File: src/design/hcbd_pkg.sv
`timescale 1ns / 1ps

package hcbd_pkg;

  localparam int unsigned LineLimitDefault = 16;
  localparam int unsigned SizeBitsDefault  = 32;

  localparam logic [7:0] CharLf = 8'h0a;
  localparam logic [7:0] CharCr = 8'h0d;

  // result kinds
  localparam logic [1:0] KindNone  = 2'd0;
  localparam logic [1:0] KindByte  = 2'd1;
  localparam logic [1:0] KindDone  = 2'd2;
  localparam logic [1:0] KindError = 2'd3;

  // error codes
  localparam logic [1:0] ErrNone     = 2'd0;
  localparam logic [1:0] ErrSizeLine = 2'd1;
  localparam logic [1:0] ErrCrlf     = 2'd2;
  localparam logic [1:0] ErrEarlyEnd = 2'd3;

  typedef struct packed {
    logic [7:0] in_byte;
    logic       stream_end;
  } in_beat_t;

  typedef struct packed {
    logic [1:0] kind;
    logic [7:0] out_byte;
    logic [1:0] error_code;
  } out_beat_t;

  // handshake between the input register and the decode core
  typedef struct packed {
    logic valid;
    logic take;
  } stage_ctl_t;

endpackage

File: src/design/hcbd_if.sv
`timescale 1ns / 1ps

interface hcbd_in_if;
  logic       valid;
  logic       ready;
  logic [7:0] in_byte;
  logic       stream_end;

  modport source (output valid, output in_byte, output stream_end, input ready);
  modport sink (input valid, input in_byte, input stream_end, output ready);
endinterface

interface hcbd_out_if;
  logic       valid;
  logic       ready;
  logic [1:0] kind;
  logic [7:0] out_byte;
  logic [1:0] error_code;

  modport source (output valid, output kind, output out_byte, output error_code, input ready);
  modport sink (input valid, input kind, input out_byte, input error_code, output ready);
endinterface

File: src/design/http_chunked_body_decoder.sv
`timescale 1ns / 1ps

// Chunked body decoder: takes one body beat (a byte or a stream-end mark) and
// gives exactly one result beat for it: nothing, a payload byte, body
// complete, or a sticky error with its code. Sustained rate is one beat per
// clock while neither side stalls; either side is free to stall. A beat passes
// an input register, the single-pass next-state and result logic, and the
// result register. The rate is set by the parser state loop, which updates
// once per beat in that single pass.
module http_chunked_body_decoder #(
  parameter int unsigned LINE_LIMIT = hcbd_pkg::LineLimitDefault,
  parameter int unsigned SIZE_BITS  = hcbd_pkg::SizeBitsDefault
) (
  input  logic        clk_i,
  input  logic        rst_ni,
  hcbd_in_if.sink     in_i,
  hcbd_out_if.source  out_o
);
  import hcbd_pkg::*;

  in_beat_t   beat;
  logic       beat_valid;
  stage_ctl_t core_ctl;

  hcbd_in_reg u_in_reg (
    .clk_i   (clk_i),
    .rst_ni  (rst_ni),
    .in_i    (in_i),
    .take_i  (core_ctl.take),
    .valid_o (beat_valid),
    .beat_o  (beat)
  );

  hcbd_core #(
    .LINE_LIMIT (LINE_LIMIT),
    .SIZE_BITS  (SIZE_BITS)
  ) u_core (
    .clk_i   (clk_i),
    .rst_ni  (rst_ni),
    .beat_i  (beat),
    .valid_i (beat_valid),
    .ctl_o   (core_ctl),
    .out_o   (out_o)
  );

endmodule

File: src/design/hcbd_in_reg.sv
`timescale 1ns / 1ps

module hcbd_in_reg (
  input  logic                clk_i,
  input  logic                rst_ni,
  hcbd_in_if.sink             in_i,
  input  logic                take_i,
  output logic                valid_o,
  output hcbd_pkg::in_beat_t  beat_o
);
  import hcbd_pkg::*;

  logic     valid_q, valid_d;
  in_beat_t beat_q;
  logic     accept;

  assign in_i.ready = !valid_q || take_i;
  assign accept     = in_i.valid && in_i.ready;
  assign valid_d    = accept || (valid_q && !take_i);

  always_ff @(posedge clk_i or negedge rst_ni) begin
    if (!rst_ni) begin
      valid_q <= 1'b0;
    end else begin
      valid_q <= valid_d;
    end
  end

  always_ff @(posedge clk_i) begin
    if (accept) begin
      beat_q.in_byte    <= in_i.in_byte;
      beat_q.stream_end <= in_i.stream_end;
    end
  end

  assign valid_o = valid_q;
  assign beat_o  = beat_q;

endmodule

File: src/design/hcbd_core.sv
`timescale 1ns / 1ps

module hcbd_core #(
  parameter int unsigned LINE_LIMIT = hcbd_pkg::LineLimitDefault,
  parameter int unsigned SIZE_BITS  = hcbd_pkg::SizeBitsDefault
) (
  input  logic                 clk_i,
  input  logic                 rst_ni,
  input  hcbd_pkg::in_beat_t   beat_i,
  input  logic                 valid_i,
  output hcbd_pkg::stage_ctl_t ctl_o,
  hcbd_out_if.source           out_o
);
  import hcbd_pkg::*;

  localparam int unsigned CW = $clog2(LINE_LIMIT);
  localparam logic [CW-1:0] CharMax = CW'(LINE_LIMIT - 1);

  typedef enum logic [2:0] {
    PhLine = 3'd0,
    PhData = 3'd1,
    PhCrlf = 3'd2,
    PhDone = 3'd3,
    PhErr1 = 3'd4,
    PhErr2 = 3'd5,
    PhErr3 = 3'd6
  } phase_e;

  function automatic logic [4:0] hex_digit(input logic [7:0] b);
    // bit 4 set means not a hex digit
    logic [4:0] r;
    r = 5'h10;
    if (b >= "0" && b <= "9") r = {1'b0, 4'(b - "0")};
    else if (b >= "a" && b <= "f") r = {1'b0, 4'(b - "a" + 8'd10)};
    else if (b >= "A" && b <= "F") r = {1'b0, 4'(b - "A" + 8'd10)};
    return r;
  endfunction

  phase_e         phase_q, phase_d;
  logic [CW-1:0]  chars_q, chars_d;
  logic           pcr_q, pcr_d;
  logic           bad_q, bad_d;
  logic [SIZE_BITS-1:0] rem_q, rem_d;
  logic           crlf_q, crlf_d;

  logic      out_valid_q, out_valid_d;
  out_beat_t out_q, res;
  logic      take;
  logic      too_long;
  logic [4:0] dig;
  logic [7:0] b;

  assign b    = beat_i.in_byte;
  assign dig  = hex_digit(b);
  assign take = valid_i && (!out_valid_q || out_o.ready);

  always_comb begin
    phase_d  = phase_q;
    chars_d  = chars_q;
    pcr_d    = pcr_q;
    bad_d    = bad_q;
    rem_d    = rem_q;
    crlf_d   = crlf_q;
    too_long = 1'b0;
    res      = '{kind: KindNone, out_byte: 8'h00, error_code: ErrNone};

    unique case (phase_q)
      PhDone: res.kind = KindDone;
      PhErr1: res = '{kind: KindError, out_byte: 8'h00, error_code: ErrSizeLine};
      PhErr2: res = '{kind: KindError, out_byte: 8'h00, error_code: ErrCrlf};
      PhLine, PhData, PhCrlf: begin
        if (beat_i.stream_end) begin
          phase_d = PhErr3;
          res     = '{kind: KindError, out_byte: 8'h00, error_code: ErrEarlyEnd};
        end else if (phase_q == PhLine) begin
          if (b == CharLf) begin
            if (chars_q == '0 || bad_q) begin
              phase_d = PhErr1;
              res     = '{kind: KindError, out_byte: 8'h00, error_code: ErrSizeLine};
            end else if (rem_q == '0) begin
              phase_d  = PhDone;
              res.kind = KindDone;
            end else begin
              chars_d = '0;
              pcr_d   = 1'b0;
              phase_d = PhData;
            end
          end else begin
            // a cr not followed by lf counts as a bad character
            if (pcr_q) begin
              pcr_d = 1'b0;
              bad_d = 1'b1;
              if (chars_d >= CharMax) too_long = 1'b1;
              else chars_d = chars_d + CW'(1);
            end
            if (!too_long) begin
              if (b == CharCr) begin
                pcr_d = 1'b1;
              end else begin
                if (chars_d >= CharMax) too_long = 1'b1;
                else chars_d = chars_d + CW'(1);
                if (dig[4]) begin
                  bad_d = 1'b1;
                end else if (!bad_d) begin
                  if (|rem_q[SIZE_BITS-1 -: 4]) bad_d = 1'b1;
                  else rem_d = {rem_q[SIZE_BITS-5:0], dig[3:0]};
                end
              end
            end
            if (too_long) begin
              phase_d = PhErr1;
              res     = '{kind: KindError, out_byte: 8'h00, error_code: ErrSizeLine};
            end
          end
        end else if (phase_q == PhData) begin
          rem_d = rem_q - SIZE_BITS'(1);
          if (rem_d == '0) begin
            phase_d = PhCrlf;
            crlf_d  = 1'b0;
          end
          res = '{kind: KindByte, out_byte: b, error_code: ErrNone};
        end else begin
          if (b != (crlf_q ? CharLf : CharCr)) begin
            phase_d = PhErr2;
            res     = '{kind: KindError, out_byte: 8'h00, error_code: ErrCrlf};
          end else if (!crlf_q) begin
            crlf_d = 1'b1;
          end else begin
            crlf_d  = 1'b0;
            chars_d = '0;
            pcr_d   = 1'b0;
            bad_d   = 1'b0;
            rem_d   = '0;
            phase_d = PhLine;
          end
        end
      end
      default: begin
        phase_d = PhErr3;
        res     = '{kind: KindError, out_byte: 8'h00, error_code: ErrEarlyEnd};
      end
    endcase
  end

  assign out_valid_d = take || (out_valid_q && !out_o.ready);

  always_ff @(posedge clk_i or negedge rst_ni) begin
    if (!rst_ni) begin
      phase_q     <= PhLine;
      chars_q     <= '0;
      pcr_q       <= 1'b0;
      bad_q       <= 1'b0;
      rem_q       <= '0;
      crlf_q      <= 1'b0;
      out_valid_q <= 1'b0;
    end else begin
      out_valid_q <= out_valid_d;
      if (take) begin
        phase_q <= phase_d;
        chars_q <= chars_d;
        pcr_q   <= pcr_d;
        bad_q   <= bad_d;
        rem_q   <= rem_d;
        crlf_q  <= crlf_d;
      end
    end
  end

  always_ff @(posedge clk_i) begin
    if (take) begin
      out_q <= res;
    end
  end

  assign ctl_o.valid      = out_valid_q;
  assign ctl_o.take       = take;
  assign out_o.valid      = out_valid_q;
  assign out_o.kind       = out_q.kind;
  assign out_o.out_byte   = out_q.out_byte;
  assign out_o.error_code = out_q.error_code;

endmodule

File: src/flat_wrapper.sv
// flat-port wrapper written by rule: the top's interface ports become plain ports
module http_chunked_body_decoder_flat import hcbd_pkg::*;
#(
  parameter int unsigned LINE_LIMIT = hcbd_pkg::LineLimitDefault,
  parameter int unsigned SIZE_BITS  = hcbd_pkg::SizeBitsDefault
)
  (clk_i, rst_ni, in_i_valid, in_i_in_byte, in_i_stream_end, in_i_ready, out_o_valid, out_o_kind, out_o_out_byte, out_o_error_code, out_o_ready);
  hcbd_in_if in_i_i ();
  hcbd_out_if out_o_i ();
  input  logic clk_i;
  input  logic rst_ni;
  input wire logic [$bits(in_i_i.valid)-1:0] in_i_valid;
  input wire logic [$bits(in_i_i.in_byte)-1:0] in_i_in_byte;
  input wire logic [$bits(in_i_i.stream_end)-1:0] in_i_stream_end;
  output wire logic [$bits(in_i_i.ready)-1:0] in_i_ready;
  output wire logic [$bits(out_o_i.valid)-1:0] out_o_valid;
  output wire logic [$bits(out_o_i.kind)-1:0] out_o_kind;
  output wire logic [$bits(out_o_i.out_byte)-1:0] out_o_out_byte;
  output wire logic [$bits(out_o_i.error_code)-1:0] out_o_error_code;
  input wire logic [$bits(out_o_i.ready)-1:0] out_o_ready;
  assign in_i_i.valid = in_i_valid;
  assign in_i_i.in_byte = in_i_in_byte;
  assign in_i_i.stream_end = in_i_stream_end;
  assign in_i_ready = in_i_i.ready;
  assign out_o_valid = out_o_i.valid;
  assign out_o_kind = out_o_i.kind;
  assign out_o_out_byte = out_o_i.out_byte;
  assign out_o_error_code = out_o_i.error_code;
  assign out_o_i.ready = out_o_ready;
  http_chunked_body_decoder #(.LINE_LIMIT(LINE_LIMIT), .SIZE_BITS(SIZE_BITS)) u_core (.clk_i(clk_i), .rst_ni(rst_ni), .in_i(in_i_i), .out_o(out_o_i));
endmodule
File: config.mk
export PLATFORM = sky130hd
export DESIGN_NAME = http_chunked_body_decoder_flat
export DESIGN_NICKNAME = d
export VERILOG_FILES = /design/src/design/hcbd_pkg.sv /design/src/design/hcbd_if.sv /design/src/design/http_chunked_body_decoder.sv /design/src/design/hcbd_in_reg.sv /design/src/design/hcbd_core.sv /design/src/flat_wrapper.sv
export SDC_FILE = /design/constraint.sdc
export NUM_CORES = 1
export LEC_CHECK = 0
export ABC_CLOCK_PERIOD_IN_PS = 2590
export BUFFER_PORTS_ARGS = -buffer_cell sky130_fd_sc_hd__buf_2
export CORE_MARGIN = 2
export CORE_UTILIZATION = 30
export DETAILED_ROUTE_END_ITERATION = 10
export PLACE_DENSITY = 0.57
export REMOVE_ABC_BUFFERS = 1
export SYNTH_ARGS = -nofsm -noshare
export SYNTH_HDL_FRONTEND = slang
export SYNTH_SLANG_ARGS = --single-unit
File: constraint.sdc
create_clock -name clk_i -period 2.59 [get_ports clk_i]
set_input_delay 0.1295 -clock clk_i [delete_from_list [all_inputs] [get_ports clk_i]]
set_output_delay 0.1295 -clock clk_i [all_outputs]
set_load 0.01 [all_outputs]
# Word level (Yosys, flattened, before mapping)
# Cells that the tools add are included.
[totals]
register_bits = 65
[classes]
addsub = 8
magnitude_cmp = 8
n_eq_ne = 24
n_mux = 90
n_bitwise = 3
reduce_logical = 30
[ops]
columns = ["op", "count"]
rows = [
  ["two-way mux 32 bit", 10],
  ["two-way mux 12 bit", 6],
  ["zero test 32 bit", 2],
  ["two-way mux 4 bit", 16],
  ["case mux 10 bit (4 select lines)", 1],
  ["two-way mux 1 bit", 39],
  ["subtractor 32 x 1 -> 32 bit, second input constant", 1],
  ["two-way mux 3 bit", 10],
  ["inequality test 2 bit, second input constant", 9],
  ["== test 8 x 4 -> 1 bit, second input constant", 2],
  ["greater-or-equal comparator 8 x 7 -> 1 bit, second input constant", 2],
  ["less-or-equal comparator 8 x 7 -> 1 bit, second input constant", 2],
  ["two-way mux 5 bit", 3],
  ["subtractor 4 x 1 -> 4 bit, second input constant", 3],
  ["AND reduction 11 bit", 1],
  ["inequality test 3 bit, second input constant", 3],
  ["adder 4 x 1 -> 4 bit, second input constant", 2],
  ["adder 4 bit, second input constant", 2],
  ["greater-or-equal comparator 4 bit, second input constant", 2],
  ["greater-or-equal comparator 8 x 6 -> 1 bit, second input constant", 1],
  ["less-or-equal comparator 8 x 6 -> 1 bit, second input constant", 1],
  ["inequality test 8 x 4 -> 1 bit", 1],
  ["AND reduction 8 bit", 1],
  ["logical AND 1 bit", 7],
  ["other kinds (22)", 36],
]

# Depth between registers and ports, before layout
# Gate-level depths: netlist (run 1).
[depth]
ltp_word = 20
depth_mapped = 11
ltp_nobuf = 11

# By module
# From an unflattened synthesis (run 1), not the netlist that was laid out.
[unflattened]
hier_cells = 517
hier_area_um2 = 4570.6
[by_module_without_submodules]
columns = ["module", "n_inst", "cells_each", "area_per_inst_um2", "seq_area_each_um2"]
rows = [
  ["hcbd_core", 1, 504, 4246.6, 1436.4],
  ["hcbd_in_reg", 1, 13, 324.1, 295.3],
]

# Least setup slack after synthesis (run 1)
# No wires, ideal clock.
[synth_timing]
kind = "flip-flop to flip-flop"
start = "reg u_core.u_core.rem_q[4]"
end = "reg u_core.u_core.crlf_q"
setup_ps = 135
arrival_ps = 2733
required_ps = 2455
path_slack_ps = -278
stages_incl_launch_ff = 11
n_path_buf = 3
synth_period_minus_slack_ps = 2868
path_cell_list = "dfrtp_1 buf_6 or4_4 buf_6 or4_4 buf_6 or4_4 a21oi_4 o2111ai_2 a211oi_2 o22ai_1"
[synth_between]
elab_chain_cells = 4
[synth_rtl]
columns = ["item", "line_no", "text"]
rows = [
  ["start: declaration", "hcbd_core.sv:43", "logic [SIZE_BITS-1:0] rem_q, rem_d;"],
  ["start signal: assignment", "hcbd_core.sv:163", "rem_q <= rem_d;"],
  ["subtractor 32 x 1 -> 32 bit", "hcbd_core.sv:116", "rem_d = rem_q - SIZE_BITS'(1);"],
  ["zero test 32 bit", "hcbd_core.sv:117", "if (rem_d == '0) begin"],
  ["inequality test 2 x 1 -> 1 bit (no source line)", "n/a", ""],
  ["AND reduction 6 bit (no source line)", "n/a", ""],
  ["end signal: assignment", "hcbd_core.sv:164", "crlf_q <= crlf_d;"],
  ["end: declaration", "hcbd_core.sv:44", "logic crlf_q, crlf_d;"],
]
# No other way between the ends.
# A chain may end at the register's enable or synchronous reset.

# Worst setup path in the final report (run 1)
[layout_timing]
start = "reg u_core.u_core.rem_q[7]"
end = "reg u_core.u_core.crlf_q"
# The elaborated chain is that of the path after synthesis.

==> qor.csv, run 1 <==
stage,metric,value,unit
synthesis,register bit count reported by yosys,65,
setup_path,Setup CP Type,reg2reg,
cells_and_area,"commonest non-fill, non-tap cell in the layout",buf_4,
outcome,status,"finished, violations left",
cells_and_area,number of fill cells,1393,
setup_path,crit-path max FO,4,
grt,first-pass GRT wire length,21300,um
die,row count,43,
clocking,Max clock buf depth,2,
die,Boundary Pins,27,
cells_and_area,most frequent cells in the layout,"buf_4, nor2_1, o21ai_0",
sta,"Setup violations, final",2,
detailed_routing,detailed-route via count,4308,
synthesis,Synth warnings,0,
detailed_routing,Total Wirelength,13000,um
detailed_routing,DR pass1 iterations,5,
min_path,min-delay worst type,in2async,
setup_path,Worst Path Required,2820,ps
synthesis,Post-Syn Area,0.00431,sq mm
die,Die Area,0.0154,sq mm
pwr,Max VDD drop,317,uV
placement,GPL Wtd Cong,0.902,
sta,Max-slew headroom,0.282,
synthesis,Syn Area/Cell,8.79,sq um
setup_path,Worst Setup SP,u_core.u_core.rem_q[7],
grt,overall global routing resource usage,0.180,
setup_path,r2r worst-path depth,7,
setup_path,critical path depth in cells,7,
sta,final count of hold timing violations,30,
synthesis,register area share after synthesis,0.401,
setup_path,CP Cell Sequence,"or4_4, or4_4, or4_4, a21oi_4, o2111ai_2, a211oi_2, o22ai_1",
detailed_routing,Avg WL per Cell,16.8,um
clocking,clk_lat worst skew,350,ps
setup_path,WP buf/inv,0,
sta,Slew @ Worst Pin,1080,ps
setup_path,CP Capture Type,flip-flop,
detailed_routing,DRC,0,
setup_path,"slowest stage delay, CP",580,ps
sta,Min Hold Slack,-7.22,ps
sta,min Tclk post-route,2630,ps
setup_path,Setup crit start kind,flip-flop,
sta,Sum Neg Setup Slack,-67.5,ps
pwr,P per Cell Area,465,mW/mm^2
synthesis,ys async rst share,0.677,
detailed_routing,Iter 0 DRT Violations,298,
synthesis,"Distinct cells, synth",72,
clocking,"CTS clk-pin slew, worst paths",60,ps
die,die width,124,um
setup_path,cell mode on critical path,or4_4,
sta,max frequency,381,MHz
setup_path,end of the worst register-to-register path,u_core.u_core.crlf_q,
pwr,"Power, Total",2660,uW
placement,PortBufs,26,
setup_path,Worst EP arrival,2860,ps
run,maxcap violations,0,
synthesis,Post-synth EDFFs,21,
sta,RSZ-0062 raised after global routing,yes,
sta,fin crit share,1.01,
detailed_routing,Via density,5.57,
setup_path,R2R Path Start,u_core.u_core.rem_q[7],
setup_path,"setup slack, reg-to-reg",-40,ps
placement,pre-CTS WS,-122,ps
grt,total gr overflow,0,
outcome,violated checks,"hold timing, setup timing",
clocking,clk sinks,65,
sta,worst setup margin,-37.4,ps
die,die height,124,um
setup_path,Slowest cell on crit path,or4_4,
clocking,Root Driver,clkbuf_16,
synthesis,cell count after synthesis,491,
sta,final slew viol count,0,
grt,initial antenna violation count,0,
cells_and_area,Diodes inserted,0,
cells_and_area,fin util,0.409,
synthesis,most used flip-flop cell after synthesis,dfrtp_1,
setup_path,crit-path leading delay family,simple AND/OR/NAND/NOR gates,
grt,vias in the first global route,4259,
cells_and_area,share of cells above drive strength 1,0.268,
placement,detailed placer's ending HPWL,9360,um
detailed_routing,number of routed nets with antenna violations,0,
clocking,H-tree Lvls,3,
cells_and_area,Area growth syn-to-layout,32.7,%
clocking,CTS buffer count,9,
sta,Final Skew,9.71,ps
pwr,leakage,0.00237,uW
grt,largest net degree at the start of global routing,45,
die,Starting Density,0.308,
die,area of the core,0.0140,sq mm
cells_and_area,final net count,612,
clocking,CTS tree,yes,
setup_path,crit path capture,u_core.u_core.crlf_q,
registers in the layout (all words and copies together) (netlist names):
name	cells
u_core.u_core.out_o.error_code	2
u_core.u_core.rem_q	32
u_core.u_core.out_o.valid	1
u_core.u_core.phase_q	3
u_core.u_core.crlf_q	1
u_core.u_in_reg.valid_o	1
u_core.u_in_reg.beat_o	9
u_core.u_core.out_o.kind	2
u_core.u_core.out_o.out_byte	8
u_core.u_core.bad_q	1
u_core.u_core.pcr_q	1
u_core.u_core.chars_q	4
synthesized netlist by cell type, types with 10 or more instances:
library cell	number	area, sq um
a21oi_1	32	160
a32oi_1	11	96.3
clkbuf_1	28	105
dfrtp_1	44	1100
edfxtp_1	21	631
ha_1	10	125
inv_1	18	67.6
nand2_1	24	90.1
nand4_1	10	62.6
nor2_1	55	206
nor3_1	20	100
nor4_1	10	62.6
o21ai_0	51	255
o21ai_1	10	50.1
report_power, final:
group / internal [uW] / leakage, uW / switching (uW)
sequential: 1080 / 0.000765 / 12.5
clock: 949 / 0.000171 / 493
combinational: 54.9 / 0.00144 / 68.0
total: 2090 / 0.00237 / 574
metal layers:
metal,wire length (um),global-route usage,vias to the layer above
li1,-,-,2055
met1,5920,0.233,2138
met2,6390,0.296,95
met3,449,0.0293,20
met4,254,0.0808,0
met5,0,0,-
how the worst min path moves through the flow:
stage | from | to | slack, ps | depth (start not counted)
final | rst_ni | u_core.u_core.rem_q[28] | -7 | 1
after global placement | in_i_in_byte[2] | u_core.u_in_reg.beat_o[3] | 310 | 1
after floorplan | rst_ni | u_core.u_core.bad_q | -170 | 0
after global routing | rst_ni | u_core.u_core.pcr_q | 100 | 1
after CTS | rst_ni | u_core.u_core.chars_q[1] | 30 | 1
after detailed placement | in_i_in_byte[4] | u_core.u_in_reg.beat_o[5] | 310 | 1
through the flow:
step / std cells / area [sq um]
2_1_floorplan: 459 / 4170
3_3_place_gp: 740 / 5110
3_5_place_dp: 740 / 5110
4_1_cts: 767 / 5600
5_1_grt: 774 / 5730
6_report: 774 / 5730
worst reg2reg max path, stage by stage, from the launching register on:
cell and delay (ps):
dfrtp_1 390, or4_4 580, or4_4 520, or4_4 440, a21oi_4 150, o2111ai_2 140, a211oi_2 200, o22ai_1 100
logic make-up after synthesis:
| group | share of synthesized area |
|---|---|
| AOI/OAI and AO/OA | 0.257 |
| xor gates and xnor gates | 0.0203 |
| adders and majority gates | 0.0290 |
| buffers and inverters | 0.0490 |
| DFF | 0.401 |
| muxes | 0.0119 |
| and+or+nand+nor | 0.232 |
cell type report:
| type | instances | area, sq um | share of cell area |
|---|---|---|---|
| multi-input cells | 376 | 2480 | 0.433 |
| clock inverters | 7 | 125 | 0.0219 |
| inverters | 18 | 67.6 | 0.0118 |
| clock buffers | 9 | 225 | 0.0393 |
| flip-flops and latches | 65 | 1730 | 0.302 |
| repair buffers | 119 | 870 | 0.152 |
| well taps | 180 | 225 | 0.0393 |
what timing repair did:
item                       in CTS  in global routing
pin swaps                       6                 11
hold buffers                   10                  0
hold endpoints to repair       10                  0
buffers inserted                1                  7
setup endpoints to repair       9                 43
gates resized for setup         7                 15
No activity file was read; power rests on OpenSTA's default activity.
==> run 2: changes to the inputs <==
--- a/config.mk
+++ b/config.mk
@@ -8,9 +8,9 @@
 export ABC_CLOCK_PERIOD_IN_PS = 2590
 export BUFFER_PORTS_ARGS = -buffer_cell sky130_fd_sc_hd__buf_2
 export CORE_MARGIN = 2
-export CORE_UTILIZATION = 30
+export CORE_UTILIZATION = 45
 export DETAILED_ROUTE_END_ITERATION = 10
-export PLACE_DENSITY = 0.57
+export PLACE_DENSITY = 0.74
 export REMOVE_ABC_BUFFERS = 1
 export SYNTH_ARGS = -nofsm -noshare
 export SYNTH_HDL_FRONTEND = slang
==> qor.csv, run 2 (synthesized netlist as in run 1, its figures left out) <==
stage,metric,value,unit,change
pwr,Max VDD drop,264,uV,-17%
cells_and_area,cell area after layout,0.00564,sq mm,-1.5%
detailed_routing,Via density,6.14,,+10%
sta,min Tclk post-route,2700,ps,+68.9 ps
sta,Final Skew,14.9,ps,+5.16 ps
setup_path,"setup slack, reg-to-reg",-110,ps,-70 ps
pwr,leakage,0.00232,uW,-2.3%
detailed_routing,DR pass1 iterations,5,,unchanged
sta,max frequency,371,MHz,-2.6%
cells_and_area,"commonest non-fill, non-tap cell in the layout",buf_4,,
die,Die Area,0.0104,sq mm,-32%
detailed_routing,Avg WL per Cell,18.4,um,+9.7%
sta,Max-slew headroom,0.330,,+0.0484
setup_path,Worst EP arrival,2930,ps,+70 ps
cells_and_area,Diodes inserted,0,,unchanged
clocking,"CTS clk-pin slew, worst paths",100,ps,+40 ps
sta,RSZ-0062 raised after global routing,yes,,
placement,Area after DPL,0.00504,sq mm,-1.4%
min_path,worst hold stages,3,,
min_path,Min-Delay Startpoint,out_o_ready,,
sta,Slew @ Worst Pin,1000,ps,-72.6 ps
setup_path,Setup crit start kind,flip-flop,,
sta,Min Hold Slack,107,ps,+114 ps
sta,"Setup violations, final",4,,+2
cells_and_area,max reg flops,32,,unchanged
die,row count,35,,-19%
run,maxcap violations,0,,unchanged
clocking,CTS buffer count,9,,unchanged
min_path,Hold Path End,u_core.u_in_reg.valid_o,,
grt,overall global routing resource usage,0.264,,+0.0838
cells_and_area,number of fill cells,807,,-42%
outcome,violated checks,setup timing,,
placement,PortBufs,26,,unchanged
cells_and_area,Area growth syn-to-layout,30.7,%,
placement,GPL Wtd Cong,0.960,,+6.4%
cells_and_area,most frequent cells in the layout,"buf_4, nor2_1, o21ai_0",,
placement,pre-CTS WS,-190,ps,-67.8 ps
clocking,CTS tree,yes,,
sta,fin crit share,1.04,,+0.0266
setup_path,crit-path max FO,6,,+2
grt,vias in the first global route,4336,,+1.8%
sta,Sum Neg Setup Slack,-326,ps,-259 ps
min_path,min-delay worst type,in2reg,,
detailed_routing,Iter 0 DRT Violations,259,,-13%
grt,largest net degree at the start of global routing,45,,unchanged
die,Starting Density,0.465,,+0.156
cells_and_area,share of cells above drive strength 1,0.283,,+0.0149
pwr,"Power, Total",2180,uW,-18%
setup_path,Worst Setup SP,u_core.u_core.rem_q[5],,
detailed_routing,number of routed nets with antenna violations,0,,unchanged
sta,final count of hold timing violations,0,,-100%
grt,initial antenna violation count,0,,unchanged
setup_path,r2r worst-path depth,8,,+1
placement,detailed placer's ending HPWL,9080,um,-3.0%
setup_path,CP Capture Type,flip-flop,,
clocking,clk sinks,65,,unchanged
clocking,clk_lat worst skew,370,ps,+20 ps
detailed_routing,detailed-route via count,4463,,+3.6%
sta,final slew viol count,0,,unchanged
die,die height,102,um,-18%
setup_path,R2R Path Start,u_core.u_core.rem_q[5],,
cells_and_area,final net count,616,,+0.65%
detailed_routing,Total Wirelength,13400,um,+3.0%
setup_path,Setup CP Type,reg2reg,,
clocking,Root Driver,clkbuf_8,,
detailed_routing,DRC,0,,unchanged
die,die width,102,um,-18%
clocking,H-tree Lvls,3,,unchanged
grt,first-pass GRT wire length,21300,um,-0.42%
die,Boundary Pins,27,,unchanged
die,area of the core,0.00928,sq mm,-34%
setup_path,end of the worst register-to-register path,u_core.u_core.crlf_q,,
grt,total gr overflow,0,,unchanged
setup_path,Worst Path Required,2820,ps,about the same
outcome,status,"finished, violations left",,
cells_and_area,"Most flops, register",u_core.u_core.rem_q,,
pwr,P per Cell Area,387,mW/mm^2,-17%
clocking,Max clock buf depth,2,,unchanged
sta,worst setup margin,-106,ps,-68.9 ps
## run 2: final cells by class
type,count,area (sq um),share of cell area
Inverter,18,67.6,0.0120
Clock inverter,7,83.8,0.0149
Clock buffer,9,124,0.0220
Sequential cell,65,1730,0.307
Tap cell,129,161,0.0286
Multi-Input combinational cell,376,2550,0.452
Timing Repair Buffer,123,918,0.163
## run 2: report_power, final
part	switching (uW)	internal, uW
logic	68.6	52.8
clock network	502	464
registers	12.6	1080
## run 2: timing repair
item,CTS,global route
endpoints found under the hold margin,54,0
hold buffers,11,0
pin swaps,5,7
resized for setup,3,33
endpoints found under the setup margin,7,42
setup buffers,3,11
## run 2: per-stage QoR
step | utilization | instances
after floorplan | - | 459
final | 0.607 | 727
after detailed placement | 0.542 | 686
after global placement | 0.542 | 686
after CTS | 0.581 | 716
after global routing | 0.607 | 727
## run 2: worst max-delay path: stages, from the launching register on
cell       delay [ps]
dfrtp_1           390
or4_4             560
buf_6             160
o41ai_2           280
nand4_1           220
a2111oi_4         420
o2111ai_4         190
a211oi_2          240
o22ai_1           110
## run 2: metal layers
metal / vias up / GRT usage / share of wire
met3: 40 / 0.0595 / 0.068
li1: 2064 / - / -
met5: - / 0 / 0
met1: 2152 / 0.327 / 0.40
met4: 0 / 0.0779 / 0.024
met2: 207 / 0.460 / 0.51
## run 2: worst max-delay path by stage
stage / endpoint / slack, ps / cells past startpoint
CTS: u_core.u_core.crlf_q / -70 / 7
finish: u_core.u_core.crlf_q / -110 / 8
detailed placement: u_core.u_core.crlf_q / -190 / 9
global placement: u_core.u_core.crlf_q / -90 / 9
global route: u_core.u_core.crlf_q / -190 / 7
floorplan: u_core.u_core.rem_q[16] / -610 / 9
==> run 3: changes to the inputs <==
--- a/config.mk
+++ b/config.mk
@@ -10,7 +10,9 @@
 export CORE_MARGIN = 2
 export CORE_UTILIZATION = 45
 export DETAILED_ROUTE_END_ITERATION = 10
+export HOLD_SLACK_MARGIN = 0.15
 export PLACE_DENSITY = 0.74
+export RECOVER_POWER = 100
 export REMOVE_ABC_BUFFERS = 1
 export SYNTH_ARGS = -nofsm -noshare
 export SYNTH_HDL_FRONTEND = slang
==> qor.csv, run 3 (synthesized netlist as in run 1, its figures left out) <==
stage,metric,value,unit,change
setup_path,"slowest stage delay, CP",560,ps,about the same
clocking,Root Driver,clkbuf_8,,
sta,final slew viol count,0,,unchanged
clocking,clk sinks,65,,unchanged
detailed_routing,Avg WL per Cell,18.0,um,-2.1%
die,Boundary Pins,27,,unchanged
setup_path,crit-path leading delay family,compound AO/OA/AOI/OAI gates,,
setup_path,r2r worst-path depth,8,,unchanged
grt,initial antenna violation count,0,,unchanged
grt,first-pass GRT wire length,21300,um,about the same
setup_path,Slowest cell on crit path,or4_4,,
grt,vias in the first global route,4327,,-0.21%
cells_and_area,max reg flops,32,,unchanged
sta,"Setup violations, final",5,,+1
grt,overall global routing resource usage,0.264,,about the same
cells_and_area,Diodes inserted,0,,unchanged
sta,final count of hold timing violations,0,,unchanged
cells_and_area,number of fill cells,814,,+0.87%
cells_and_area,"commonest non-fill, non-tap cell in the layout",buf_4,,
setup_path,critical path depth in cells,8,,unchanged
setup_path,end of the worst register-to-register path,u_core.u_core.phase_q[2],,
cells_and_area,Area growth syn-to-layout,30.7,%,about the same
cells_and_area,most frequent cells in the layout,"buf_4, nor2_1, o21ai_0",,
cells_and_area,cell area after layout,0.00564,sq mm,about the same
setup_path,Setup crit start kind,flip-flop,,
placement,Area after DPL,0.00504,sq mm,unchanged
die,Die Area,0.0104,sq mm,unchanged
sta,min Tclk post-route,2680,ps,-16.4 ps
setup_path,WP buf/inv,1,,unchanged
min_path,min-delay worst type,in2reg,,
clocking,CTS tree,yes,,
detailed_routing,number of routed nets with antenna violations,0,,unchanged
clocking,CTS buffer count,9,,unchanged
sta,Final Skew,13.2,ps,-1.65 ps
cells_and_area,final net count,620,,+0.65%
detailed_routing,detailed-route via count,4431,,-0.72%
setup_path,R2R Path Start,u_core.u_core.rem_q[5],,
detailed_routing,Iter 0 DRT Violations,308,,+19%
sta,Max-slew headroom,0.259,,-0.0709
die,die width,102,um,unchanged
min_path,Min-Delay Startpoint,in_i_stream_end,,
min_path,Hold Path End,u_core.u_in_reg.beat_o[0],,
clocking,"CTS clk-pin slew, worst paths",90,ps,about the same
setup_path,Setup CP Type,reg2reg,,
clocking,Max clock buf depth,2,,unchanged
grt,total gr overflow,0,,unchanged
cells_and_area,share of cells above drive strength 1,0.252,,-0.0301
die,die height,102,um,unchanged
setup_path,"setup slack, reg-to-reg",-90,ps,+20 ps
outcome,violated checks,setup timing,,
setup_path,Worst EP arrival,2950,ps,+20 ps
die,row count,35,,unchanged
sta,fin crit share,1.03,,-0.00635
cells_and_area,"Most flops, register",u_core.u_core.rem_q,,
clocking,clk_lat worst skew,360,ps,about the same
sta,Slew @ Worst Pin,1110,ps,+106 ps
placement,GPL Wtd Cong,0.960,,unchanged
pwr,P per Cell Area,386,mW/mm^2,-0.23%
grt,largest net degree at the start of global routing,45,,unchanged
pwr,Max VDD drop,316,uV,+20%
sta,worst setup margin,-89.8,ps,+16.4 ps
placement,pre-CTS WS,-190,ps,unchanged
clocking,H-tree Lvls,3,,unchanged
setup_path,crit-path max FO,6,,unchanged
min_path,worst hold stages,2,,-1
sta,RSZ-0062 raised after global routing,yes,,
die,area of the core,0.00928,sq mm,unchanged
detailed_routing,Total Wirelength,13200,um,-1.6%
placement,PortBufs,26,,unchanged
detailed_routing,DRC,0,,unchanged
pwr,"Power, Total",2180,uW,-0.25%
sta,max frequency,373,MHz,+0.61%
setup_path,CP Capture Type,flip-flop,,
setup_path,CP Cell Sequence,"or4_4, buf_6, o41ai_2, nand4_1, a2111oi_4, o2111a_1, o21ai_2, a32oi_1",,
setup_path,Worst Path Required,2860,ps,+40 ps
pwr,leakage,0.00229,uW,-1.1%
detailed_routing,Via density,6.06,,-1.3%
cells_and_area,fin util,0.607,,about the same
outcome,status,"finished, violations left",,
detailed_routing,DR pass1 iterations,5,,unchanged
die,Starting Density,0.465,,unchanged
placement,detailed placer's ending HPWL,9080,um,unchanged
run,maxcap violations,0,,unchanged
## run 3: cell count changes in the layout (fill, tap and decap cells not counted), moves of 2 or more
cell	previous run	this run
clkbuf_1	0	16
and2_1	8	6
and2_0	0	2
buf_2	26	11
dlygate4sd3_1	11	13
## run 3: final cells by class
type / count / area (sq um) / share of cell area
Inverter: 18 / 67.6 / 0.0120
Timing Repair Buffer: 127 / 925 / 0.164
Clock buffer: 9 / 124 / 0.0220
Clock inverter: 7 / 83.8 / 0.0149
Tap cell: 129 / 161 / 0.0286
Multi-Input combinational cell: 376 / 2540 / 0.451
Sequential cell: 65 / 1730 / 0.307
## run 3: what timing repair did
item                                   in CTS  in global routing
gates cloned                                0                  0
resized for setup                           3                 31
endpoints found under the hold margin      55                  0
setup endpoints to repair                   7                 42
pin swaps                                   5                  8
hold buffers                               13                  0
setup buffers                               3                 13
## run 3: power breakdown
group          switching (uW)  internal, uW  leakage, uW
combinational            68.8          54.1      0.00142
clock                     495           464     0.000103
sequential               13.0          1080     0.000765
total                     576          1600      0.00229
## run 3: routing by layer
metal | vias to the layer above | routed length (um) | GRT usage
met5 | - | 0 | 0
met4 | 0 | 320 | 0.0769
met3 | 39 | 804 | 0.0588
met2 | 198 | 6720 | 0.459
met1 | 2127 | 5350 | 0.330
li1 | 2067 | - | -
## run 3: how the worst max path moves through the flow
stage	from	end	slack, ps
after floorplan	u_core.u_in_reg.beat_o[2]	u_core.u_core.rem_q[16]	-610
after global placement	u_core.u_core.rem_q[0]	u_core.u_core.crlf_q	-90
after detailed placement	u_core.u_core.rem_q[0]	u_core.u_core.crlf_q	-190
after CTS	u_core.u_core.rem_q[5]	u_core.u_core.crlf_q	-70
after global routing	u_core.u_core.rem_q[5]	u_core.u_core.crlf_q	-190
final	u_core.u_core.rem_q[5]	u_core.u_core.phase_q[2]	-90
## run 3: stage by stage
step           cells  hold WS, ps  setup TNS (ps)
4_1_cts          718          470            -101
2_1_floorplan    459         -166          -16540
3_3_place_gp     686          307            -116
3_5_place_dp     686          308            -432
5_1_grt          731          468           -4330
6_report         731          468            -292
